[config.mk]
export PLATFORM = sky130hd
export DESIGN_NAME = battery_and_screen_power_manager_unit_flat
export DESIGN_NICKNAME = d
export VERILOG_FILES = /design/src/hdl/bpm_pkg.sv /design/src/hdl/bpm_req_if.sv /design/src/hdl/bpm_rsp_if.sv /design/src/hdl/bpm_cfg.sv /design/src/hdl/bpm_div.sv /design/src/hdl/battery_and_screen_power_manager_unit.sv /design/src/flat_wrapper.sv
export SDC_FILE = /design/constraint.sdc
export NUM_CORES = 1
export LEC_CHECK = 0
export ABC_AREA = 0
export BUFFER_PORTS_ARGS = -buffer_cell sky130_fd_sc_hd__buf_2
export CORE_AREA = 4 4 294 152
export DETAILED_ROUTE_END_ITERATION = 12
export DIE_AREA = 0 0 298 156
export PLACE_DENSITY = 0.8
export SYNTH_ARGS = -nofsm -noshare
export SYNTH_HDL_FRONTEND = slang
export SYNTH_SLANG_ARGS = --single-unit
[constraint.sdc]
create_clock -name i_clk -period 3.1 [get_ports i_clk]
set_input_delay 0.62 -clock i_clk [delete_from_list [all_inputs] [get_ports i_clk]]
set_output_delay 0.62 -clock i_clk [all_outputs]
set_load 0.01 [all_outputs]
[src/hdl/bpm_pkg.sv]
// Package with types, constants and codes shared by the power manager files.
`default_nettype none
package bpm_pkg;

    localparam int unsigned MV_W    = 16;
    localparam int unsigned PCT_W   = 7;
    localparam int unsigned MS_W    = 32;
    localparam int unsigned LVL_W   = 8;
    localparam int unsigned NUM_W   = 23;
    localparam int unsigned STEP_W  = 3;
    localparam int unsigned ADDR_W  = 5;
    localparam int unsigned DATA_W  = 32;

    localparam logic [MV_W-1:0]  CHARGE_MV = 16'd4250;
    localparam logic [PCT_W:0]   HYST_PCT  = 8'd5;
    localparam logic [PCT_W-1:0] FULL_PCT  = 7'd100;

    localparam logic [1:0] KIND_BATT = 2'd0;
    localparam logic [1:0] KIND_IDLE = 2'd1;
    localparam logic [1:0] KIND_WAKE = 2'd2;

    localparam logic [2:0] REG_BRIGHTNESS = 3'd0;
    localparam logic [2:0] REG_DIM_BRIGHT = 3'd1;
    localparam logic [2:0] REG_DIM_AFTER  = 3'd2;
    localparam logic [2:0] REG_OFF_AFTER  = 3'd3;
    localparam logic [2:0] REG_WARN_PCT   = 3'd4;
    localparam logic [2:0] REG_EMPTY_MV   = 3'd5;
    localparam logic [2:0] REG_FULL_MV    = 3'd6;

    localparam logic [LVL_W-1:0] RST_BRIGHTNESS = 8'd200;
    localparam logic [LVL_W-1:0] RST_DIM_BRIGHT = 8'd25;
    localparam logic [MS_W-1:0]  RST_DIM_AFTER  = 32'd20000;
    localparam logic [MS_W-1:0]  RST_OFF_AFTER  = 32'd60000;
    localparam logic [PCT_W-1:0] RST_WARN_PCT   = 7'd15;
    localparam logic [MV_W-1:0]  RST_EMPTY_MV   = 16'd3300;
    localparam logic [MV_W-1:0]  RST_FULL_MV    = 16'd4200;

    typedef struct packed {
        logic [LVL_W-1:0] brightness;
        logic [LVL_W-1:0] dim_bright;
        logic [MS_W-1:0]  dim_after_ms;
        logic [MS_W-1:0]  off_after_ms;
        logic [PCT_W-1:0] warn_percent;
        logic [MV_W-1:0]  empty_mv;
        logic [MV_W-1:0]  full_mv;
    } t_cfg;

    typedef struct packed {
        logic [1:0]      kind;
        logic [MV_W-1:0] reading_mv;
        logic [MS_W-1:0] idle_ms;
    } t_req;

    typedef struct packed {
        logic [MV_W-1:0]  battery_mv;
        logic [PCT_W-1:0] percent;
        logic             charging;
        logic             low_warn;
        logic             low_warn_new;
        logic             screen_on;
        logic             dimmed;
        logic [LVL_W-1:0] drive_level;
        logic             sleep_now;
        logic             wake_now;
    } t_rsp;

    typedef struct packed {
        logic             start;
        logic [NUM_W-1:0] num;
        logic [MV_W-1:0]  den;
    } t_div_cmd;

    typedef struct packed {
        logic             done;
        logic [PCT_W-1:0] quot;
    } t_div_res;

    typedef enum logic [2:0] {
        ST_IDLE,
        ST_UPD,
        ST_PREP,
        ST_START,
        ST_WAIT,
        ST_FIN,
        ST_OUT
    } t_state;

    typedef enum logic [1:0] {
        PCT_ZERO,
        PCT_FULL,
        PCT_DIV
    } t_pct_src;

endpackage
`default_nettype wire

[src/hdl/bpm_req_if.sv]
// Request channel interface carrying one power manager input item.
`default_nettype none
interface bpm_req_if;
    logic           valid;
    logic           ready;
    bpm_pkg::t_req  payload;

    modport source (output valid, output payload, input ready);
    modport sink (input valid, input payload, output ready);
endinterface
`default_nettype wire

[src/hdl/bpm_rsp_if.sv]
// Result channel interface carrying one power manager status item.
`default_nettype none
interface bpm_rsp_if;
    logic           valid;
    logic           ready;
    bpm_pkg::t_rsp  payload;

    modport source (output valid, output payload, input ready);
    modport sink (input valid, input payload, output ready);
endinterface
`default_nettype wire

[src/hdl/bpm_cfg.sv]
// APB configuration register bank of the power manager.
`default_nettype none
module bpm_cfg (
    input  wire logic                        i_clk,
    input  wire logic                        i_rst_n,
    input  wire logic                        psel,
    input  wire logic                        penable,
    input  wire logic                        pwrite,
    input  wire logic [bpm_pkg::ADDR_W-1:0]  paddr,
    input  wire logic [bpm_pkg::DATA_W-1:0]  pwdata,
    output logic      [bpm_pkg::DATA_W-1:0]  prdata,
    output logic                             pready,
    output bpm_pkg::t_cfg                    o_cfg
);

    bpm_pkg::t_cfg r_cfg;
    logic [2:0]    w_idx;
    logic          w_wr;

    assign w_idx  = paddr[bpm_pkg::ADDR_W-1:2];
    assign w_wr   = psel && penable && pwrite;
    assign pready = 1'b1;
    assign o_cfg  = r_cfg;

    always_ff @(posedge i_clk) begin
        if (!i_rst_n) begin
            r_cfg.brightness   <= bpm_pkg::RST_BRIGHTNESS;
            r_cfg.dim_bright   <= bpm_pkg::RST_DIM_BRIGHT;
            r_cfg.dim_after_ms <= bpm_pkg::RST_DIM_AFTER;
            r_cfg.off_after_ms <= bpm_pkg::RST_OFF_AFTER;
            r_cfg.warn_percent <= bpm_pkg::RST_WARN_PCT;
            r_cfg.empty_mv     <= bpm_pkg::RST_EMPTY_MV;
            r_cfg.full_mv      <= bpm_pkg::RST_FULL_MV;
        end else if (w_wr) begin
            unique case (w_idx)
                bpm_pkg::REG_BRIGHTNESS: r_cfg.brightness   <= pwdata[7:0];
                bpm_pkg::REG_DIM_BRIGHT: r_cfg.dim_bright   <= pwdata[7:0];
                bpm_pkg::REG_DIM_AFTER:  r_cfg.dim_after_ms <= pwdata;
                bpm_pkg::REG_OFF_AFTER:  r_cfg.off_after_ms <= pwdata;
                bpm_pkg::REG_WARN_PCT:   r_cfg.warn_percent <= pwdata[6:0];
                bpm_pkg::REG_EMPTY_MV:   r_cfg.empty_mv     <= pwdata[15:0];
                bpm_pkg::REG_FULL_MV:    r_cfg.full_mv      <= pwdata[15:0];
                default: ;
            endcase
        end
    end

    always_comb begin
        unique case (w_idx)
            bpm_pkg::REG_BRIGHTNESS: prdata = {24'd0, r_cfg.brightness};
            bpm_pkg::REG_DIM_BRIGHT: prdata = {24'd0, r_cfg.dim_bright};
            bpm_pkg::REG_DIM_AFTER:  prdata = r_cfg.dim_after_ms;
            bpm_pkg::REG_OFF_AFTER:  prdata = r_cfg.off_after_ms;
            bpm_pkg::REG_WARN_PCT:   prdata = {25'd0, r_cfg.warn_percent};
            bpm_pkg::REG_EMPTY_MV:   prdata = {16'd0, r_cfg.empty_mv};
            bpm_pkg::REG_FULL_MV:    prdata = {16'd0, r_cfg.full_mv};
            default:                 prdata = '0;
        endcase
    end

endmodule
`default_nettype wire

[src/hdl/bpm_div.sv]
// Restoring divider that produces the seven-bit charge percentage one bit per cycle.
`default_nettype none
module bpm_div (
    input  wire logic     i_clk,
    input  wire logic     i_rst_n,
    input  wire bpm_pkg::t_div_cmd i_cmd,
    output bpm_pkg::t_div_res o_res
);

    logic                              r_busy;
    logic                              r_done;
    logic [bpm_pkg::STEP_W-1:0]        r_cnt;
    logic [bpm_pkg::NUM_W-1:0]         r_rem;
    logic [bpm_pkg::NUM_W-1:0]         r_dsh;
    logic [bpm_pkg::PCT_W-1:0]         r_quot;
    logic                              w_fit;

    assign w_fit      = r_rem >= r_dsh;
    assign o_res.done = r_done;
    assign o_res.quot = r_quot;

    always_ff @(posedge i_clk) begin
        if (!i_rst_n) begin
            r_busy <= 1'b0;
            r_done <= 1'b0;
            r_cnt  <= '0;
        end else if (i_cmd.start) begin
            r_busy <= 1'b1;
            r_done <= 1'b0;
            r_cnt  <= 3'(bpm_pkg::PCT_W - 1);
        end else if (r_busy) begin
            r_cnt  <= r_cnt - 3'd1;
            r_busy <= (r_cnt != '0);
            r_done <= (r_cnt == '0);
        end else begin
            r_done <= 1'b0;
        end
    end

    always_ff @(posedge i_clk) begin
        if (i_cmd.start) begin
            r_rem  <= i_cmd.num;
            r_dsh  <= {1'b0, i_cmd.den, 6'd0};
            r_quot <= '0;
        end else if (r_busy) begin
            r_rem  <= w_fit ? (r_rem - r_dsh) : r_rem;
            r_dsh  <= r_dsh >> 1;
            r_quot <= {r_quot[bpm_pkg::PCT_W-2:0], w_fit};
        end
    end

endmodule
`default_nettype wire

[src/hdl/battery_and_screen_power_manager_unit.sv]
// Top level of the battery and screen power manager with its item sequencer.
// Sequence: an accepted request passes through the update and prep states, then
// through start and wait while the seven steps of the restoring divider run when
// the percentage lies strictly between empty and full, then through fin and out.
// Handshake: one request at a time; a new request can be accepted in the cycle
// after the result is taken.
// Reset: synchronous active low; registers return to their defaults, battery value
// to zero, screen on and undimmed, warning cleared.
`default_nettype none
module battery_and_screen_power_manager_unit (
    input  wire logic                        i_clk,
    input  wire logic                        i_rst_n,
    bpm_req_if.sink                          i_req,
    bpm_rsp_if.source                        o_rsp,
    input  wire logic                        psel,
    input  wire logic                        penable,
    input  wire logic                        pwrite,
    input  wire logic [bpm_pkg::ADDR_W-1:0]  paddr,
    input  wire logic [bpm_pkg::DATA_W-1:0]  pwdata,
    output logic      [bpm_pkg::DATA_W-1:0]  prdata,
    output logic                             pready
);

    bpm_pkg::t_cfg     w_cfg;
    bpm_pkg::t_div_cmd w_div_cmd;
    bpm_pkg::t_div_res w_div_res;

    bpm_pkg::t_state   r_state;
    bpm_pkg::t_state   n_state;
    bpm_pkg::t_req     r_item;
    bpm_pkg::t_rsp     r_rsp;
    bpm_pkg::t_pct_src r_sel;
    bpm_pkg::t_pct_src n_sel;

    logic [bpm_pkg::MV_W-1:0]  r_mv;
    logic                      r_screen;
    logic                      r_dim;
    logic                      r_warn;
    logic                      r_sleep;
    logic                      r_wake;
    logic [bpm_pkg::MV_W-1:0]  r_diff;
    logic [bpm_pkg::MV_W-1:0]  r_span;

    logic [bpm_pkg::MV_W+1:0]  w_sum;
    logic [bpm_pkg::MV_W-1:0]  n_mv;
    logic                      n_screen;
    logic                      n_dim;
    logic                      n_sleep;
    logic                      n_wake;
    logic                      w_off_hit;
    logic                      w_dim_hit;
    logic [bpm_pkg::NUM_W-1:0] w_diff_x;
    logic [bpm_pkg::PCT_W-1:0] w_pct;
    logic                      w_charging;
    logic                      n_warn;
    logic                      n_warn_new;
    logic                      w_accept;

    bpm_cfg u_cfg (
        .i_clk   (i_clk),
        .i_rst_n (i_rst_n),
        .psel    (psel),
        .penable (penable),
        .pwrite  (pwrite),
        .paddr   (paddr),
        .pwdata  (pwdata),
        .prdata  (prdata),
        .pready  (pready),
        .o_cfg   (w_cfg)
    );

    bpm_div u_div (
        .i_clk   (i_clk),
        .i_rst_n (i_rst_n),
        .i_cmd   (w_div_cmd),
        .o_res   (w_div_res)
    );

    assign w_accept = i_req.valid && i_req.ready;

    // Battery smoothing and screen timeouts.
    assign w_sum     = ({2'b00, r_mv} << 1) + {2'b00, r_mv} + {2'b00, r_item.reading_mv};
    assign w_off_hit = (w_cfg.off_after_ms != '0) && (r_item.idle_ms > w_cfg.off_after_ms);
    assign w_dim_hit = (w_cfg.dim_after_ms != '0) && (r_item.idle_ms > w_cfg.dim_after_ms);

    always_comb begin
        n_mv     = r_mv;
        n_screen = r_screen;
        n_dim    = r_dim;
        n_sleep  = 1'b0;
        n_wake   = 1'b0;
        unique case (r_item.kind)
            bpm_pkg::KIND_BATT: begin
                n_mv = (r_mv == '0) ? r_item.reading_mv : w_sum[bpm_pkg::MV_W+1:2];
            end
            bpm_pkg::KIND_IDLE: begin
                if (w_off_hit) begin
                    n_screen = 1'b0;
                    n_sleep  = r_screen;
                end else if (w_dim_hit) begin
                    n_dim = r_dim || r_screen;
                end else begin
                    n_screen = 1'b1;
                    n_wake   = !r_screen;
                    n_dim    = 1'b0;
                end
            end
            bpm_pkg::KIND_WAKE: begin
                n_screen = 1'b1;
                n_wake   = !r_screen;
                n_dim    = 1'b0;
            end
            default: ;
        endcase
    end

    // Percentage source selection and divider operands.
    always_comb begin
        if (r_mv <= w_cfg.empty_mv) begin
            n_sel = bpm_pkg::PCT_ZERO;
        end else if (r_mv >= w_cfg.full_mv) begin
            n_sel = bpm_pkg::PCT_FULL;
        end else begin
            n_sel = bpm_pkg::PCT_DIV;
        end
    end

    assign w_diff_x        = {7'd0, r_diff};
    assign w_div_cmd.start = (r_state == bpm_pkg::ST_START);
    assign w_div_cmd.num   = (w_diff_x << 6) + (w_diff_x << 5) + (w_diff_x << 2);
    assign w_div_cmd.den   = r_span;

    always_comb begin
        unique case (r_sel)
            bpm_pkg::PCT_ZERO: w_pct = '0;
            bpm_pkg::PCT_FULL: w_pct = bpm_pkg::FULL_PCT;
            bpm_pkg::PCT_DIV:  w_pct = w_div_res.quot;
            default:           w_pct = '0;
        endcase
    end

    assign w_charging = r_mv > bpm_pkg::CHARGE_MV;

    always_comb begin
        n_warn     = r_warn;
        n_warn_new = 1'b0;
        if (r_item.kind == bpm_pkg::KIND_BATT) begin
            if ((w_pct <= w_cfg.warn_percent) && !w_charging) begin
                n_warn     = 1'b1;
                n_warn_new = !r_warn;
            end else if ({1'b0, w_pct} > ({1'b0, w_cfg.warn_percent} + bpm_pkg::HYST_PCT)) begin
                n_warn = 1'b0;
            end
        end
    end

    // Sequencer next state.
    always_comb begin
        n_state = r_state;
        unique case (r_state)
            bpm_pkg::ST_IDLE:  if (i_req.valid) n_state = bpm_pkg::ST_UPD;
            bpm_pkg::ST_UPD:   n_state = bpm_pkg::ST_PREP;
            bpm_pkg::ST_PREP: begin
                n_state = (n_sel == bpm_pkg::PCT_DIV) ? bpm_pkg::ST_START : bpm_pkg::ST_FIN;
            end
            bpm_pkg::ST_START: n_state = bpm_pkg::ST_WAIT;
            bpm_pkg::ST_WAIT:  if (w_div_res.done) n_state = bpm_pkg::ST_FIN;
            bpm_pkg::ST_FIN:   n_state = bpm_pkg::ST_OUT;
            bpm_pkg::ST_OUT:   if (o_rsp.ready) n_state = bpm_pkg::ST_IDLE;
            default:           n_state = bpm_pkg::ST_IDLE;
        endcase
    end

    // Sequencer outputs.
    always_comb begin
        i_req.ready   = (r_state == bpm_pkg::ST_IDLE);
        o_rsp.valid   = (r_state == bpm_pkg::ST_OUT);
        o_rsp.payload = r_rsp;
    end

    always_ff @(posedge i_clk) begin
        if (!i_rst_n) begin
            r_state  <= bpm_pkg::ST_IDLE;
            r_mv     <= '0;
            r_screen <= 1'b1;
            r_dim    <= 1'b0;
            r_warn   <= 1'b0;
        end else begin
            r_state <= n_state;
            if (r_state == bpm_pkg::ST_UPD) begin
                r_mv     <= n_mv;
                r_screen <= n_screen;
                r_dim    <= n_dim;
            end
            if (r_state == bpm_pkg::ST_FIN) begin
                r_warn <= n_warn;
            end
        end
    end

    always_ff @(posedge i_clk) begin
        if (w_accept) begin
            r_item <= i_req.payload;
        end
        if (r_state == bpm_pkg::ST_UPD) begin
            r_sleep <= n_sleep;
            r_wake  <= n_wake;
        end
        if (r_state == bpm_pkg::ST_PREP) begin
            r_sel  <= n_sel;
            r_diff <= r_mv - w_cfg.empty_mv;
            r_span <= w_cfg.full_mv - w_cfg.empty_mv;
        end
        if (r_state == bpm_pkg::ST_FIN) begin
            r_rsp.battery_mv   <= r_mv;
            r_rsp.percent      <= w_pct;
            r_rsp.charging     <= w_charging;
            r_rsp.low_warn     <= n_warn;
            r_rsp.low_warn_new <= n_warn_new;
            r_rsp.screen_on    <= r_screen;
            r_rsp.dimmed       <= r_dim;
            r_rsp.drive_level  <= r_dim ? w_cfg.dim_bright : w_cfg.brightness;
            r_rsp.sleep_now    <= r_sleep;
            r_rsp.wake_now     <= r_wake;
        end
    end

    a_busy_after_accept: assert property (@(posedge i_clk) disable iff (!i_rst_n)
        w_accept |=> !i_req.ready)
        else $error("request accepted while an item is in progress");

    a_percent_range: assert property (@(posedge i_clk) disable iff (!i_rst_n)
        o_rsp.valid |-> (o_rsp.payload.percent <= bpm_pkg::FULL_PCT))
        else $error("percentage above full");

    a_dim_drive: assert property (@(posedge i_clk) disable iff (!i_rst_n)
        (o_rsp.valid && o_rsp.payload.dimmed) |->
            (o_rsp.payload.drive_level == w_cfg.dim_bright))
        else $error("dimmed result does not drive the dim level");

    a_sleep_wake: assert property (@(posedge i_clk) disable iff (!i_rst_n)
        o_rsp.valid |-> !(o_rsp.payload.sleep_now && o_rsp.payload.wake_now))
        else $error("screen reported as both sleeping and waking");

endmodule
`default_nettype wire

[src/flat_wrapper.sv]
// flat-port wrapper written by rule: the top's interface ports become plain ports
module battery_and_screen_power_manager_unit_flat 
  (i_clk, i_rst_n, psel, penable, pwrite, paddr, pwdata, prdata, pready, i_req_valid, i_req_payload, i_req_ready, o_rsp_valid, o_rsp_payload, o_rsp_ready);
  bpm_req_if i_req_i ();
  bpm_rsp_if o_rsp_i ();
  input  wire logic i_clk;
  input  wire logic i_rst_n;
  input  wire logic psel;
  input  wire logic penable;
  input  wire logic pwrite;
  input  wire logic [bpm_pkg::ADDR_W-1:0] paddr;
  input  wire logic [bpm_pkg::DATA_W-1:0] pwdata;
  output logic      [bpm_pkg::DATA_W-1:0] prdata;
  output logic pready;
  input wire logic [$bits(i_req_i.valid)-1:0] i_req_valid;
  input wire logic [$bits(i_req_i.payload)-1:0] i_req_payload;
  output wire logic [$bits(i_req_i.ready)-1:0] i_req_ready;
  output wire logic [$bits(o_rsp_i.valid)-1:0] o_rsp_valid;
  output wire logic [$bits(o_rsp_i.payload)-1:0] o_rsp_payload;
  input wire logic [$bits(o_rsp_i.ready)-1:0] o_rsp_ready;
  assign i_req_i.valid = i_req_valid;
  assign i_req_i.payload = i_req_payload;
  assign i_req_ready = i_req_i.ready;
  assign o_rsp_valid = o_rsp_i.valid;
  assign o_rsp_payload = o_rsp_i.payload;
  assign o_rsp_i.ready = o_rsp_ready;
  battery_and_screen_power_manager_unit u_core (.i_clk(i_clk), .i_rst_n(i_rst_n), .i_req(i_req_i), .o_rsp(o_rsp_i), .psel(psel), .penable(penable), .pwrite(pwrite), .paddr(paddr), .pwdata(pwdata), .prdata(prdata), .pready(pready));
endmodule
==> key figures <==
Logic synthesis
  – Number of flops mapped to enable cells by yosys: 163
  – Seq/Total Area, Yosys: 0.403
  – Synth Warn #: 0
  – Synth Area in Compound Gates: 0.167
  – Cell Area, Synth: 20000 µm²
  – Async set-reset flop share out of synthesis: 0
  – Simple-Gate Fraction of Synth Area: 0.150
  – Distinct cells, synth: 75
  – Synthesized instance count: between 2000 and 2500
  – Largest family of logic cells by synthesized area: compound AO/OA/AOI/OAI gates
  – Syn_area_per_cell: 9.43 µm²
  – Post-Synth Adder-Cell Area: 0.161
  – Post-synthesis mux area share: 0.0426
  – Synth Flop Type: edfxtp_1
  – Yosys reg bits: 322
  – Syn Nets: 2457
  – XOR/XNOR Fraction of Synth Area: 0.0271

Detailed routing
  – Via-per-instance ratio: 5.79
  – Total iterations of the first detailed-routing run: 6
  – Wire length per cell: between 15 and 20 µm
  – Routed WL: 54.4 mm
  – DRC violations left: 0
  – Antenna Nets Post-Route: 0
  – Vias: ~17000
  – Initial DRC Count: 1303

GRT
  – All-Layer GR Usage: 0.226
  – First-pass GRT wire length: 86.3 mm
  – Antenna violations before repair: 2
  – Number of global-route vias before repair: 16300
  – Largest net degree at the start of global routing: 52
  – Grt ovf: 0

Cells and area
  – Layout cells sized above 1: 0.164
  – Layout area overhead: 15.9%
  – Layout Nets: 2668

Critical path
  – Critical path capture point type: register
  – Critical Path AT: around 3.4 ns
  – Crit path max fanout: 2
  – Worst path required time: 3.40 ns
  – R2R Setup Slk: about 0.00046 ns
  – Critical path class: reg2reg
  – Startpoint type of the worst setup path: register

STA
  – Slew headroom: 0.320
  – Slew @ Worst Pin: between 1 and 1.5 ns
  – Fin crit share: 1.00
  – Hold slack final: 0.202 ns
  – Max Freq: approximately 0.32 GHz
  – Period minus WS final: 3.10 ns
  – RSZ-0062 raised after global routing: yes
  – Max Slew Vio Count: 0
  – Final setup viols: 0
  – Final Skew: about 0.02 ns
  – Final Hold Violating Endpoints: 0
  – Slack of the critical path: about 0.00046 ns

Clock network
  – Clock sink count: 322
  – Clk pin slew, worst setup/hold paths: ~0.07 ns
  – Root Driver: clkbuf_16
  – Worst-Skew Late Latency: 0.59 ns
  – Longest Clk Path Bufs: 3
  – TritonCTS clock tree: yes
  – CTS Buf Count: 31
  – H-tree depth: 1

Die
  – Die ar.: 46500 µm²
  – Die Ht: ~160 µm
  – Ports: about 170
  – Core Box Area: 41800 µm²
  – # rows: 53
  – Die width: 298 µm
  – Initial Util: 0.480

Placed design
  – DP Worst Slack: -0.242 ns
  – GPL Wtd Cong: 0.943
  – Port bufs: 163
  – Final HPWL DP: around 41 mm

Job
  – Maxcap violations: 0

Power and ir drop
  – PnR Total Power: 10400 µW
  – Power per cell area: 446 nW/µm²
  – Worst VDD drop: just over 400 µV
  – LEAKAGE: 0.00965 µW

Status
  – Outcome: finished clean

Worst hold path
  – Hold Crit Class: in2reg
[flip-flops by register name, indices dropped and copies added (netlist names), 2 cells and up]
| signal | count |
|---|---|
| u_core.u_div.r_rem | 23 |
| u_core.u_div.r_cnt | 3 |
| u_core.u_div.r_dsh | 22 |
| u_core.r_state | 3 |
| u_core.r_span | 16 |
| u_core.u_cfg.o_cfg | 119 |
| u_core.r_diff | 16 |
| u_core.u_div.r_quot | 7 |
| u_core.r_item | 50 |
| u_core.r_mv | 16 |
| u_core.o_rsp.payload | 38 |
| u_core.r_sel | 2 |
[final timing paths]
path	start	endpoint	cells after the start
worst min register to register	u_core.r_wake	u_core.o_rsp.payload[0]	0
worst max-delay path	u_core.r_diff[0]	u_core.u_div.r_rem[18]	13
worst max register to register	u_core.r_diff[0]	u_core.u_div.r_rem[18]	13
worst min-delay path	i_req_payload[20]	u_core.r_item[20]	1
[cells in the final DEF, fill, tap and decap left out, types with 14 or more instances in the layout]
| cell type | n |
|---|---|
| o21ai_0 | 91 |
| nand2b_1 | 14 |
| xor2_1 | 20 |
| fa_1 | 30 |
| buf_4 | 84 |
| nand4_1 | 30 |
| a21boi_0 | 84 |
| edfxtp_1 | 163 |
| nor2b_1 | 32 |
| inv_1 | 185 |
| a21o_1 | 29 |
| dfxtp_1 | 154 |
| ha_1 | 204 |
| nor3_1 | 30 |
| clkbuf_16 | 31 |
| mux2i_1 | 64 |
| nand3_1 | 21 |
| nor2_1 | 122 |
| nand2_1 | 297 |
| nor4_1 | 21 |
| o211ai_1 | 42 |
| xnor2_1 | 42 |
| and3_1 | 20 |
| a21oi_1 | 119 |
| buf_2 | 162 |
| o31ai_1 | 23 |
[routing by layer]
layer / up-vias / track usage / wire [µm]
met5: - / 0 / 0
met4: 0 / 0.0837 / 2120
met3: 162 / 0.0306 / 3560
met1: 8020 / 0.295 / 23000
li1: 8004 / - / -
met2: 664 / 0.389 / 25700
[kinds of logic (layout without fill, tap and decap cells)]
family          count (synthesis)  after routing
compound gates                512            512
xor+xnor                       62             62
fa+ha+maj                     238            238
buf+inv                       262            497
flops                         322            322
mux                            79             79
other cells                     1              3
simple gates                  649            649
[final cells by class]
type	instances	area (µm²)
fill	3519	18500
clock buffer	36	816
antenna	2	5.00
sequential	322	8080
tap	550	688
inverter	188	706
multi-input combinational	1541	11200
clock inverter	21	213
timing repair buffer	252	1550
[where the power goes]
| part | switching (µW) | leakage (µW) | internal, µW |
|---|---|---|---|
| logic | 1000 | 0.00633 | 739 |
| registers | 125 | 0.00281 | 4640 |
| clock network | 1700 | 0.000510 | 2160 |
[critical path: stages (launching register included)]
cell	delay [ns]
edfxtp_1	0.42
fa_1	0.56
ha_2	0.18
inv_2	0.04
fa_2	0.37
nor2b_4	0.13
o31a_1	0.18
o21ai_2	0.07
a211oi_2	0.23
o211ai_1	0.18
buf_4	0.18
xnor2_1	0.11
nand2_1	0.08
o31ai_1	0.08
[metrics by stage]
step,util,TNS [ns],cells,area [µm²]
finish,0.556,0,2912,23200
global route,0.556,-0.558,2912,23200
global placement,0.525,-0.348,2843,21900
floorplan,-,0,2125,20000
detailed placement,0.525,-0.806,2843,21900
CTS,0.552,0,2905,23000
[synthesized netlist by cell type (6+ instances only)]
library cell | count | area [µm²]
mux2_2 | 11 | 124
o21a_1 | 11 | 82.6
a21boi_0 | 84 | 631
a22oi_1 | 6 | 45.0
o31ai_1 | 26 | 195
mux2i_1 | 64 | 641
inv_1 | 186 | 698
nand2b_1 | 14 | 87.6
edfxtp_1 | 163 | 4890
dfxtp_1 | 159 | 3180
nand4_1 | 30 | 188
fa_1 | 32 | 641
a31oi_1 | 15 | 93.8
and3_1 | 20 | 125
ha_1 | 206 | 2580
a21o_1 | 29 | 218
o211ai_1 | 42 | 315
or3_1 | 13 | 81.3
nor2_1 | 124 | 465
nor4_1 | 21 | 131
nand3_1 | 22 | 110
and2_1 | 13 | 81.3
nor3_1 | 33 | 165
xor2_1 | 20 | 175
o22ai_1 | 9 | 56.3
nand2_1 | 297 | 1110
a211oi_1 | 9 | 67.6
nor2b_1 | 34 | 213
xnor2_1 | 42 | 368
o21ai_0 | 96 | 480
clkbuf_1 | 66 | 248
a21oi_1 | 126 | 631
o21bai_1 | 7 | 52.6
[repair_timing]
item,CTS,global route
setup buffers,5,5
gates resized for setup,15,35
hold buffers,0,0
pin swaps,9,26
setup endpoints to repair,8,37
No activity file was read; power rests on OpenSTA's default activity.
